File: config.mk
export PLATFORM = sky130hd
export DESIGN_NAME = dpp_front
export DESIGN_NICKNAME = d
export VERILOG_FILES = /design/src/sv/dpp_pkg.sv /design/src/sv/dpp_front.sv
export SDC_FILE = /design/constraint.sdc
export NUM_CORES = 1
export LEC_CHECK = 0
export BUFFER_PORTS_ARGS = -buffer_cell sky130_fd_sc_hd__buf_2
export CAP_MARGIN = 30
export CORE_MARGIN = 1.5
export CORE_UTILIZATION = 54
export DETAILED_ROUTE_END_ITERATION = 12
export GPL_ROUTABILITY_DRIVEN = 0
export PLACE_DENSITY = 0.84
export SYNTH_ARGS = -nofsm -noshare
export SYNTH_HDL_FRONTEND = slang
export SYNTH_SLANG_ARGS = --single-unit
File: constraint.sdc
create_clock -name clk -period 2.9 [get_ports clk]
set_input_delay 0 -clock clk [delete_from_list [all_inputs] [get_ports clk]]
set_output_delay 0 -clock clk [all_outputs]
set_load 0.005 [all_outputs]
File: src/sv/dpp_pkg.sv
// Shared types, codes and the color classifier of the dual plane pixel plotter.
`default_nettype none
package dpp_pkg;

  // Byte address carried between front and back; covers the largest panel.
  localparam int CMD_ADDR_W = 15;

  // Input action codes.
  localparam logic [1:0] ACT_PLOT = 2'd0;
  localparam logic [1:0] ACT_FILL = 2'd1;
  localparam logic [1:0] ACT_READ = 2'd2;

  // Rotation register codes, quarter turns.
  localparam logic [1:0] ROT_0   = 2'd0;
  localparam logic [1:0] ROT_90  = 2'd1;
  localparam logic [1:0] ROT_180 = 2'd2;
  localparam logic [1:0] ROT_270 = 2'd3;

  localparam logic [15:0] COL_WHITE = 16'hFFFF;
  localparam logic [15:0] COL_BLACK = 16'h0000;
  localparam logic [15:0] COL_RED   = 16'hF800;
  localparam logic [15:0] MASK_R    = 16'hF100;
  localparam logic [15:0] MASK_G    = 16'h07E0;
  localparam logic [15:0] MASK_B    = 16'h001F;
  localparam logic [15:0] RED_LIMIT = 16'(16'hF100 / 2);
  localparam logic [15:0] DARK_SUM  = 16'(3 * 255 / 2);

  typedef enum logic [1:0] {
    OP_PLOT,
    OP_FILL,
    OP_READ
  } op_t;

  typedef enum logic [1:0] {
    SH_WHITE,
    SH_BLACK,
    SH_RED
  } shade_t;

  typedef struct packed {
    op_t                   op;
    logic [CMD_ADDR_W-1:0] addr;
    logic [7:0]            mask;
    shade_t                shade;
    logic                  beyond;
  } cmd_t;

  typedef enum logic [1:0] {
    ST_SWEEP,
    ST_IDLE,
    ST_PLOT_WR,
    ST_READ
  } back_state_t;

  function automatic shade_t classify(input logic [15:0] c);
    logic [15:0] sum;
    sum = ((c & MASK_R) >> 11) + ((c & MASK_G) >> 5) + (c & MASK_B);
    if (c == COL_WHITE) return SH_WHITE;
    if (c == COL_BLACK) return SH_BLACK;
    if (c == COL_RED) return SH_RED;
    if ((c & MASK_R) > RED_LIMIT) return SH_RED;
    if (sum < DARK_SUM) return SH_BLACK;
    return SH_WHITE;
  endfunction

endpackage
`default_nettype wire

File: src/sv/dpp_front.sv
// Front end: accepts words, bounds checks, rotates, classifies, forms byte commands.
`default_nettype none
module dpp_front import dpp_pkg::*; #(
  parameter int PANEL_WIDTH  = 128,
  parameter int PANEL_HEIGHT = 296
) (
  input  wire logic               clk,
  input  wire logic               rst,
  input  wire logic [1:0]         rotation,
  input  wire logic               accept,
  input  wire logic [1:0]         action,
  input  wire logic signed [10:0] pos_x,
  input  wire logic signed [10:0] pos_y,
  input  wire logic [15:0]        color,
  input  wire logic [12:0]        byte_index,
  output logic                    busy,
  output logic                    q_push,
  output cmd_t                    q_wdata,
  input  wire logic               q_full
);

  localparam int STORE_BYTES = (PANEL_WIDTH * PANEL_HEIGHT) / 8;
  localparam logic [10:0] LW0 = 11'(PANEL_WIDTH);
  localparam logic [10:0] LH0 = 11'(PANEL_HEIGHT);
  localparam logic [9:0]  WM1 = 10'(PANEL_WIDTH - 1);
  localparam logic [9:0]  HM1 = 10'(PANEL_HEIGHT - 1);

  // stage 0: bounds and rotation
  logic [10:0] lw, lh;
  logic        in_bounds, keep0;
  logic [9:0]  xu, yu, px, py;
  op_t         op0;

  always_comb begin
    lw = rotation[0] ? LH0 : LW0;
    lh = rotation[0] ? LW0 : LH0;
    in_bounds = !pos_x[10] && !pos_y[10] &&
                ($unsigned(pos_x) < lw) && ($unsigned(pos_y) < lh);
    xu = pos_x[9:0];
    yu = pos_y[9:0];
    case (rotation)
      ROT_90: begin
        px = WM1 - yu;
        py = xu;
      end
      ROT_180: begin
        px = WM1 - xu;
        py = HM1 - yu;
      end
      ROT_270: begin
        px = yu;
        py = HM1 - xu;
      end
      default: begin
        px = xu;
        py = yu;
      end
    endcase
    case (action)
      ACT_PLOT: begin
        op0   = OP_PLOT;
        keep0 = in_bounds;
      end
      ACT_FILL: begin
        op0   = OP_FILL;
        keep0 = 1'b1;
      end
      ACT_READ: begin
        op0   = OP_READ;
        keep0 = 1'b1;
      end
      default: begin
        op0   = OP_PLOT;
        keep0 = 1'b0;
      end
    endcase
  end

  // stage 1 registers
  logic        s1_valid;
  op_t         s1_op;
  logic [9:0]  s1_px, s1_py;
  shade_t      s1_shade;
  logic [12:0] s1_bidx;

  always_ff @(posedge clk) begin
    if (rst) begin
      s1_valid <= 1'b0;
    end else if (!s1_valid || !q_full) begin
      s1_valid <= accept && keep0;
    end
  end

  always_ff @(posedge clk) begin
    if (accept) begin
      s1_op    <= op0;
      s1_px    <= px;
      s1_py    <= py;
      s1_shade <= classify(color);
      s1_bidx  <= byte_index;
    end
  end

  // stage 1: byte index and mask
  logic [19:0] row_off, idx;
  logic        keep1;

  always_comb begin
    row_off = 20'(s1_py) * 20'(PANEL_WIDTH);
    idx     = 20'(s1_px >> 3) + (row_off >> 3);
    keep1   = (s1_op != OP_PLOT) || (idx < 20'(STORE_BYTES));
    q_wdata.op     = s1_op;
    q_wdata.addr   = (s1_op == OP_READ) ? CMD_ADDR_W'(s1_bidx) : idx[CMD_ADDR_W-1:0];
    q_wdata.mask   = 8'h80 >> s1_px[2:0];
    q_wdata.shade  = s1_shade;
    q_wdata.beyond = {3'b000, s1_bidx} >= 16'(STORE_BYTES);
  end

  assign q_push = s1_valid && !q_full && keep1;
  assign busy   = s1_valid && q_full;

endmodule
`default_nettype wire

==> impl_results.md <==
- Number of global-route vias before repair: 1,941
- Post-CTS Setup Bufs: 0
- Fraction of registers with async set/reset: 0%
- Final core occ: 74.5%
- Fin crit share: 82.6%
- Skew-Pair Late Insertion Delay: 280 ps
- Hold Path Class: in -> reg
- Initial drt markers: 133
- Vias: 2,180
- Number of failing hold endpoints at the final stage: 0
- CTS tree: yes
- Num CTS Buffers: 5
- Final net count: 422
- DRT antenna net count: 0
- Total gr overflow: 0
- # setup viols final: 0
- CP Class: reg -> out
- Syn_nets: 320
- All-Layer GR Usage: 21.6%
- VDD IR max: 0.000210 V
- Die Y: 72.1 µm
- TNS Setup: 0 ps
- Tmin final: 2400 ps
- DRT Pass-1 Iters: 4
- Clk root buf: clkbuf_8
- DIE AREA: 5200 µm²
- Power density over the cells: 494 nW/µm²
- FP Rows: 24
- CTS sink cnt: 38
- Vias/cell: 5.45
- Final WS setup: 505 ps
- Fin. max-slew vios: 0
- Synthesized instance count: 244
- Final WL: 5620 µm
- Max_slew headroom: 44.8%
- Final Skew: 0 ps
- Placed Area: 3040 µm²
- Largest cells by area after synthesis: edfxtp_1 (43%), ha_1 (7.8%), xnor2_1 (5.1%)
- Crit path launch type: flop
- Status: finished, final reports clean
- F_max: 417 MHz
- Die X: 72.1 µm
- Share of layout cells above drive strength 1: 32.0%
- Post-synth top flop: edfxtp_1
- # DRC: 0
- Count leader, synth: edfxtp_1
- Routed wire per std cell: 14.0 µm
- Post-synthesis area per instance: 10.6 µm²
- Initial Util: 57.6%
- Sequential area share after synthesis: 43.9%
- Yosys warns: 0
- I/O Pins: 89
- WP data arrival: 2400 ps
- Max cap viols: 0
- Mapped Area: 2580 µm²
- Clock transition at path regs: 80 ps
- Yosys cell types: 48
- Post-DP HPWL: 4060 µm
- Tightest Pin Transition: 828 ps
- Setup crit end kind: output pin
- Final Cell Area: 3330 µm²
- First-pass GRT wire length: 8760 µm
- Leak Pwr: 1.46 nW
- PortBufs: 88
- Post-synth top cells: edfxtp_1 (37), nand2_1 (22), nor2_1 (17), ha_1 (16)
- Clock Path Buffers: 2
- Pin count of the biggest net entering global routing: 39
- Post-synth EDFFs: 37
- Crit path max fanout: 5
- R2R depth: 3
- H-tree levels: 2
- Initial antenna violation count: 0
- Synthesized flop and latch total: 38
- Hold path cells: 4
- Core area: 4470 µm²
- P&R area growth vs syn: 29.3%
- Crit path required time: 2900 ps
- Hold Slack: 21.0 ps
- Post-placement setup slack: 831 ps
- RSZ-0062 raised after global routing: no
- Synth area leader: edfxtp_1
- Fillers: 297
- Area share of the largest cell type after synthesis: 43.1%
through the flow:
step,std cells,total power [mW]
global route,399,1.72
floorplan,244,0.945
finish,400,1.65
global placement,376,1.09
detailed placement,376,1.11
CTS,399,1.66
sequential cells by signal (all words and copies together) (netlist names):
signal / count
s1_shade: 2
s1_valid: 1
s1_op: 2
s1_px: 10
s1_py: 10
s1_bidx: 13
placed cells by master (no fill, tap or decap), drive strengths merged, types with 2 or more instances in the layout:
cell type / count
or3: 2
o31a: 3
xnor2: 15
nor3: 3
o21ai: 18
nor4b: 3
nor4: 3
buf: 89
ha: 16
nor3b: 6
bufinv: 2
nor2b: 3
a21oi: 13
o2111ai: 2
nand2: 22
inv: 14
a31oi: 2
nor2: 18
xor2: 8
edfxtp: 37
nand3: 2
o211ai: 3
and3b: 2
clkbuf: 5
and3: 3
dlygate4sd3: 15
nand4: 5
mux2: 8
mux2i: 11
cells by family after synthesis:
kind of cell / Yosys count / synth area share [%]
adder cells (fa/ha/maj): 17 / 8.54
multiplexers: 20 / 8.78
AO/OA/AOI/OAI: 48 / 11.9
AND/OR/NAND/NOR: 75 / 15.2
buffers and inverters: 23 / 3.88
flip-flops: 38 / 43.9
XOR/XNOR: 23 / 7.81
final timing paths:
| path | from | slack (ps) | end |
|---|---|---|---|
| setup / recovery | s1_py[0] | 500 | q_push |
| hold / removal | pos_x[10] | 20 | s1_valid |
| setup reg to reg | s1_valid | 2140 | s1_valid |
| hold reg to reg | s1_valid | 690 | s1_valid |
worst max-delay path, cell delays in order, from the launching register on:
cell	delay (ps)
edfxtp_1	340
ha_1	160
inv_1	50
fa_1	440
nor2b_2	220
nor3b_1	220
a22o_1	160
o211ai_1	130
a221oi_2	220
buf_2	150
what timing repair did:
action | in CTS | in global routing
resized for setup | 0 | 0
hold endpoints to repair | 15 | 0
hold buffers | 15 | 0
area by class of cell:
class,instances,area (µm²),area share (%)
clock inverter,3,68.8,2.06
multi-input combinational,183,1350,40.4
clock buffer,5,68.8,2.06
sequential,38,1130,33.9
timing repair buffer,104,598,17.9
tap,52,65.1,1.95
inverter,14,52.6,1.58
antenna,1,2.50,0.0750
routing by layer:
metal,track usage (%),wire length (µm),up-vias
met1,28.0,2530,1002
met5,0,0,-
met4,8.60,60,0
li1,-,-,1102
met3,3.47,234,4
met2,36.3,2790,72
report_power, final:
part           internal [mW]  switching [mW]  leakage (nW)  total [mW]
registers              0.669          0.0401         0.370       0.709
clock network          0.345           0.190        0.0683       0.535
logic                  0.202           0.202          1.02       0.404
(Power assumes the default switching activity.)
