## src/sv/dpp_pkg.sv

```systemverilog
// Shared types, codes and the color classifier of the dual plane pixel plotter.
`default_nettype none
package dpp_pkg;

  // Byte address carried between front and back; covers the largest panel.
  localparam int CMD_ADDR_W = 15;

  // Input action codes.
  localparam logic [1:0] ACT_PLOT = 2'd0;
  localparam logic [1:0] ACT_FILL = 2'd1;
  localparam logic [1:0] ACT_READ = 2'd2;

  // Rotation register codes, quarter turns.
  localparam logic [1:0] ROT_0   = 2'd0;
  localparam logic [1:0] ROT_90  = 2'd1;
  localparam logic [1:0] ROT_180 = 2'd2;
  localparam logic [1:0] ROT_270 = 2'd3;

  localparam logic [15:0] COL_WHITE = 16'hFFFF;
  localparam logic [15:0] COL_BLACK = 16'h0000;
  localparam logic [15:0] COL_RED   = 16'hF800;
  localparam logic [15:0] MASK_R    = 16'hF100;
  localparam logic [15:0] MASK_G    = 16'h07E0;
  localparam logic [15:0] MASK_B    = 16'h001F;
  localparam logic [15:0] RED_LIMIT = 16'(16'hF100 / 2);
  localparam logic [15:0] DARK_SUM  = 16'(3 * 255 / 2);

  typedef enum logic [1:0] {
    OP_PLOT,
    OP_FILL,
    OP_READ
  } op_t;

  typedef enum logic [1:0] {
    SH_WHITE,
    SH_BLACK,
    SH_RED
  } shade_t;

  typedef struct packed {
    op_t                   op;
    logic [CMD_ADDR_W-1:0] addr;
    logic [7:0]            mask;
    shade_t                shade;
    logic                  beyond;
  } cmd_t;

  typedef enum logic [1:0] {
    ST_SWEEP,
    ST_IDLE,
    ST_PLOT_WR,
    ST_READ
  } back_state_t;

  function automatic shade_t classify(input logic [15:0] c);
    logic [15:0] sum;
    sum = ((c & MASK_R) >> 11) + ((c & MASK_G) >> 5) + (c & MASK_B);
    if (c == COL_WHITE) return SH_WHITE;
    if (c == COL_BLACK) return SH_BLACK;
    if (c == COL_RED) return SH_RED;
    if ((c & MASK_R) > RED_LIMIT) return SH_RED;
    if (sum < DARK_SUM) return SH_BLACK;
    return SH_WHITE;
  endfunction

endpackage
`default_nettype wire

```

## src/sv/dpp_queue.sv

```systemverilog
// Short command queue between front and back.
`default_nettype none
module dpp_queue import dpp_pkg::*; #(
  parameter int DEPTH = 4
) (
  input  wire logic clk,
  input  wire logic rst,
  input  wire logic push,
  input  wire cmd_t wdata,
  output logic      full,
  input  wire logic pop,
  output cmd_t      head,
  output logic      empty
);

  localparam int AW = $clog2(DEPTH);

  cmd_t          mem [DEPTH];
  logic [AW-1:0] wp, rp;
  logic [AW:0]   count;

  assign full  = count == (AW + 1)'(DEPTH);
  assign empty = count == '0;
  assign head  = mem[rp];

  always_ff @(posedge clk) begin
    if (rst) begin
      wp    <= '0;
      rp    <= '0;
      count <= '0;
    end else begin
      if (push) begin
        wp <= (wp == AW'(DEPTH - 1)) ? '0 : wp + 1'b1;
      end
      if (pop) begin
        rp <= (rp == AW'(DEPTH - 1)) ? '0 : rp + 1'b1;
      end
      count <= count + (AW + 1)'(push) - (AW + 1)'(pop);
    end
  end

  always_ff @(posedge clk) begin
    if (push) begin
      mem[wp] <= wdata;
    end
  end

endmodule
`default_nettype wire

```

## config.mk

```make
export PLATFORM = sky130hd
export DESIGN_NAME = dpp_queue
export DESIGN_NICKNAME = d
export VERILOG_FILES = /design/src/sv/dpp_pkg.sv /design/src/sv/dpp_queue.sv
export SDC_FILE = /design/constraint.sdc
export NUM_CORES = 1
export LEC_CHECK = 0
export BUFFER_PORTS_ARGS = -buffer_cell sky130_fd_sc_hd__buf_2
export CAP_MARGIN = 0
export CORE_MARGIN = 2
export CORE_UTILIZATION = 40
export CTS_CLUSTER_DIAMETER = 200
export CTS_CLUSTER_SIZE = 12
export DETAILED_ROUTE_END_ITERATION = 6
export MAX_ROUTING_LAYER = met4
export PLACE_DENSITY = 0.71
export SLEW_MARGIN = 30
export SYNTH_ARGS = -nofsm -noshare
export SYNTH_HDL_FRONTEND = slang
export SYNTH_SLANG_ARGS = --single-unit
```

## constraint.sdc

```tcl
create_clock -name clk -period 3.75 [get_ports clk]
set_input_delay 0.1875 -clock clk [delete_from_list [all_inputs] [get_ports clk]]
set_output_delay 0.1875 -clock clk [all_outputs]
set_load 0.1 [all_outputs]
```

==> impl_metrics.prom <==
# TYPE chip_impl_metric gauge
chip_impl_info{name="outcome",value="completed"} 1
chip_impl_info{name="cp_cell_sequence",value="mux4_1, buf_2"} 1
chip_impl_metric{name="drcViolationCount",unit=""} 0
chip_impl_info{name="critical_path.slowest_cell",value="sky130_fd_sc_hd__dfxtp_4"} 1
chip_impl_metric{name="power.switching_fraction",unit=""} 0.268
chip_impl_metric{name="intPower",unit="W"} 0.00278
chip_impl_info{name="holdCritPathClass",value="input port to flop"} 1
chip_impl_metric{name="synth.avg_cell_area",unit="um^2"} 24.0
chip_impl_metric{name="flops_latches_synth",unit=""} 121
chip_impl_metric{name="post-place-ws",unit="ns"} 1.85
chip_impl_metric{name="first_pass_grt_wire_length",unit="mm"} 12.7
chip_impl_metric{name="first_global_vias",unit=""} 2457
chip_impl_metric{name="minimum_clock_period",unit="ns"} 2.26
chip_impl_metric{name="timing.critical_path.required",unit="ns"} 3.56
chip_impl_metric{name="max-vdd-ir-drop",unit="mV"} 0.281
chip_impl_metric{name="detailed_place.area",unit="um^2"} 4980
chip_impl_metric{name="detailedPlacementHpwl",unit="mm"} 4.45
chip_impl_metric{name="max-cap-violations",unit=""} 0
chip_impl_metric{name="grt_util_all_layers",unit=""} 0.144
chip_impl_metric{name="via_per_inst",unit=""} 4.92
chip_impl_metric{name="netlist_area",unit="um^2"} 4540
chip_impl_metric{name="post_drt_antenna_nets",unit=""} 0
chip_impl_info{name="clock_tree.root_cell",value="sky130_fd_sc_hd__clkbuf_16"} 1
chip_impl_metric{name="hold_viol_final",unit=""} 0
chip_impl_metric{name="worst_slack",unit="ns"} 1.49
chip_impl_metric{name="number_of_fillers_in_the_final_layout",unit=""} 858
chip_impl_metric{name="p_sw",unit="W"} 0.00102
chip_impl_metric{name="drive_gt1_frac",unit=""} 0.386
chip_impl_metric{name="timing_worst_slew_pin_value",unit="ns"} 0.784
chip_impl_metric{name="combinationalPowerShare",unit=""} 0.158
chip_impl_metric{name="antenna_found_initial",unit=""} 0
chip_impl_metric{name="multi_input_comb_area",unit="um^2"} 916
chip_impl_metric{name="initial_core_util",unit=""} 0.414
chip_impl_info{name="path_delay_family",value="flip-flops"} 1
chip_impl_metric{name="max-clock-path-buffers",unit=""} 2
chip_impl_metric{name="cts.clk_slew.worst_paths",unit="ns"} 0.05
chip_impl_metric{name="cts_htree_levels",unit=""} 4
chip_impl_info{name="crit-reg2reg-launch",value="wp[0]"} 1
chip_impl_metric{name="timing.hold.ws",unit="ns"} 0.0137
chip_impl_info{name="crit_end_category",value="primary output"} 1
chip_impl_metric{name="area.sequential",unit="um^2"} 3550
chip_impl_metric{name="timing.hold.worst_path_depth",unit=""} 1
chip_impl_metric{name="post_cts.resized_instances",unit=""} 0
chip_impl_info{name="kind_of_critical_path",value="flop to primary output"} 1
chip_impl_metric{name="final_cell_area",unit="um^2"} 5750
chip_impl_metric{name="rd_place_congestion",unit=""} 0.694
chip_impl_metric{name="worst-path-max-fanout",unit=""} 28
chip_impl_metric{name="detail_route.iter0.violations",unit=""} 139
chip_impl_metric{name="layout_worst_path_cycle_share",unit=""} 0.604
chip_impl_info{name="grt_setup_unrepaired",value="false"} 1
chip_impl_info{name="tritoncts",value="done"} 1
chip_impl_metric{name="wl",unit="mm"} 7.75
chip_impl_metric{name="critical_path_arrival",unit="ns"} 2.08
chip_impl_metric{name="share_of_power_burned_in_the_clock_network",unit=""} 0.429
chip_impl_metric{name="crit_path_max_incr_delay",unit="ns"} 0.70
chip_impl_info{name="critPathLaunchType",value="flop"} 1
chip_impl_metric{name="relSlewSlack",unit=""} 0.477
chip_impl_metric{name="row_count",unit=""} 38
chip_impl_metric{name="num_io_pins",unit=""} 62
chip_impl_metric{name="cp.buffers_inverters",unit=""} 1
chip_impl_metric{name="synth.yosys.seq_area_share",unit=""} 0.780
chip_impl_metric{name="global_route.overflow_total",unit=""} 0
chip_impl_metric{name="synthesized_net_count",unit=""} 229
chip_impl_metric{name="gate_count_post_synth",unit=""} 189
chip_impl_metric{name="netlist-cell-type-count",unit=""} 20
chip_impl_info{name="regToRegEndpoint",value="mem[2][9]"} 1
chip_impl_metric{name="area_growth",unit="%"} 26.6
chip_impl_metric{name="firstDrtPassIters",unit=""} 4
chip_impl_metric{name="coreArea",unit="um^2"} 11000
chip_impl_metric{name="floorplan.die.width",unit="um"} 111
chip_impl_metric{name="post-route-util",unit=""} 0.524
chip_impl_metric{name="power.static_leakage",unit="nW"} 2.05
chip_impl_metric{name="maximum_number_of_pins_on_one_net_before_global_route_repair",unit=""} 29
chip_impl_metric{name="maxClockFrequency",unit="MHz"} 442
chip_impl_metric{name="worst_skew_pair.late_latency",unit="ns"} 0.40
chip_impl_metric{name="depth_of_the_worst_register_to_register_path",unit=""} 3
chip_impl_metric{name="totalNegativeSetupSlack",unit="ns"} 0
chip_impl_metric{name="power_density_over_the_cells",unit="nW/um^2"} 661
chip_impl_metric{name="die_area",unit="um^2"} 12200
chip_impl_metric{name="finalSetupViolations",unit=""} 0
chip_impl_metric{name="ff2ff_setup_slack",unit="ns"} 2.13
chip_impl_metric{name="antenna_diode_instance_count",unit=""} 0
chip_impl_metric{name="io_buffer_count",unit=""} 61
chip_impl_metric{name="clock-skew-final",unit="ns"} 0.00486
chip_impl_metric{name="num_vias",unit=""} 2142
chip_impl_info{name="hold-path-endpoint",value="mem[0][12]"} 1
chip_impl_metric{name="ys.warnings.count",unit=""} 0
chip_impl_metric{name="fin_nets",unit=""} 323
chip_impl_metric{name="seq_power_share",unit=""} 0.414
chip_impl_info{name="worstHoldStart",value="wdata[12]"} 1
chip_impl_metric{name="clkSinkCount",unit=""} 121
chip_impl_metric{name="maxSlewViolCount",unit=""} 0
chip_impl_metric{name="cts_made_buffers",unit=""} 17
chip_impl_metric{name="fp.dieH",unit="um"} 111
chip_impl_metric{name="post_drt_wl_per_cell",unit="um"} 17.8
## state kept, by name, summed over array words and instances (netlist names), named ones only
register  flops
mem         112
count         3
rp            2
wp            2
## worst max path at each step
stage,cells past startpoint,startpoint,to,slack (ns)
detailed placement,2,flop,head[26],1.85
global placement,2,flop,head[24],1.54
global route,2,flop,head[24],1.34
finish,2,flop,head[26],1.49
CTS,2,flop,head[26],1.42
floorplan,1,count[2],empty,1.18
## final cells by class
cell class              count  area share
clock buffers              20      0.0759
clock inverters            11      0.0268
inverters                   6     0.00392
multi-input cells          56       0.159
flip-flops and latches    121       0.617
well taps                 140      0.0305
repair buffers             81      0.0870
## cells in the mapped netlist
library cell	number	area (um^2)
sky130_fd_sc_hd__mux4_2	20	450
sky130_fd_sc_hd__nand2b_1	2	12.5
sky130_fd_sc_hd__buf_6	1	11.3
sky130_fd_sc_hd__xor3_1	1	23.8
sky130_fd_sc_hd__a21oi_1	2	10.0
sky130_fd_sc_hd__fa_1	1	20.0
sky130_fd_sc_hd__nor2b_1	2	12.5
sky130_fd_sc_hd__nor2_1	3	11.3
sky130_fd_sc_hd__buf_2	3	15.0
sky130_fd_sc_hd__nor3_1	1	5.00
sky130_fd_sc_hd__and2_1	4	25.0
sky130_fd_sc_hd__and3_1	1	6.26
sky130_fd_sc_hd__or3b_2	2	17.5
sky130_fd_sc_hd__buf_12	2	40.0
sky130_fd_sc_hd__inv_1	6	22.5
sky130_fd_sc_hd__edfxtp_1	112	3360
sky130_fd_sc_hd__mux2i_1	2	20.0
sky130_fd_sc_hd__ha_1	7	87.6
sky130_fd_sc_hd__dfxtp_1	9	180
sky130_fd_sc_hd__mux4_1	8	210
## cell families after synthesis
kind of cell / synth area share
compound gates: 0.00220
xor+xnor: 0.00523
fa+ha+maj: 0.0237
buf+inv: 0.0195
flops: 0.780
mux: 0.150
simple gates: 0.0198
## power groups by stage
stage                     combinational [W]  clock, W  sequential (W)
after CTS                          0.000607   0.00166         0.00158
after global placement             0.000585         0         0.00160
after detailed placement           0.000592         0         0.00160
after floorplan                    0.000512         0         0.00158
final                              0.000599   0.00163         0.00157
after global routing               0.000628   0.00172         0.00158
## layer usage
layer	up-vias	wire (um)	GRT usage
li1	979	-	-
met1	1092	3270	0.161
met2	61	3990	0.234
met3	10	400	0.0538
met4	0	95	0.0600
met5	-	0	-
## placed cells by master, fill, tap and decap left out
cell type and n:
sky130_fd_sc_hd__mux2i_1 2, sky130_fd_sc_hd__clkinvlp_4 1, sky130_fd_sc_hd__xor3_1 1, sky130_fd_sc_hd__nor2b_1 2
sky130_fd_sc_hd__and2_2 3, sky130_fd_sc_hd__edfxtp_1 112, sky130_fd_sc_hd__dfxtp_1 8, sky130_fd_sc_hd__nand2b_1 2
sky130_fd_sc_hd__inv_1 6, sky130_fd_sc_hd__and2_1 1, sky130_fd_sc_hd__clkbuf_1 3, sky130_fd_sc_hd__and3_1 1
sky130_fd_sc_hd__nor2_1 3, sky130_fd_sc_hd__nor3_1 1, sky130_fd_sc_hd__clkinv_2 3, sky130_fd_sc_hd__mux4_1 8
sky130_fd_sc_hd__mux4_2 20, sky130_fd_sc_hd__dlygate4sd3_1 18, sky130_fd_sc_hd__a21oi_1 2, sky130_fd_sc_hd__buf_2 61
sky130_fd_sc_hd__buf_4 2, sky130_fd_sc_hd__dfxtp_4 1, sky130_fd_sc_hd__bufinv_16 4, sky130_fd_sc_hd__clkinv_1 3
sky130_fd_sc_hd__clkbuf_16 17, sky130_fd_sc_hd__or3b_2 2, sky130_fd_sc_hd__fa_1 1, sky130_fd_sc_hd__ha_1 7
## through the flow
stage | cells | total power [W]
after floorplan | 189 | 0.00209
after global placement | 386 | 0.00218
after detailed placement | 386 | 0.00219
after CTS | 434 | 0.00384
after global routing | 435 | 0.00393
final | 435 | 0.00380
## what timing repair did
action                    4_1_cts  5_1_grt
buffers inserted                0        0
hold endpoints to repair       64        4
hold buffers                   17        1
Note: power is estimated with default switching activity, not from simulation.
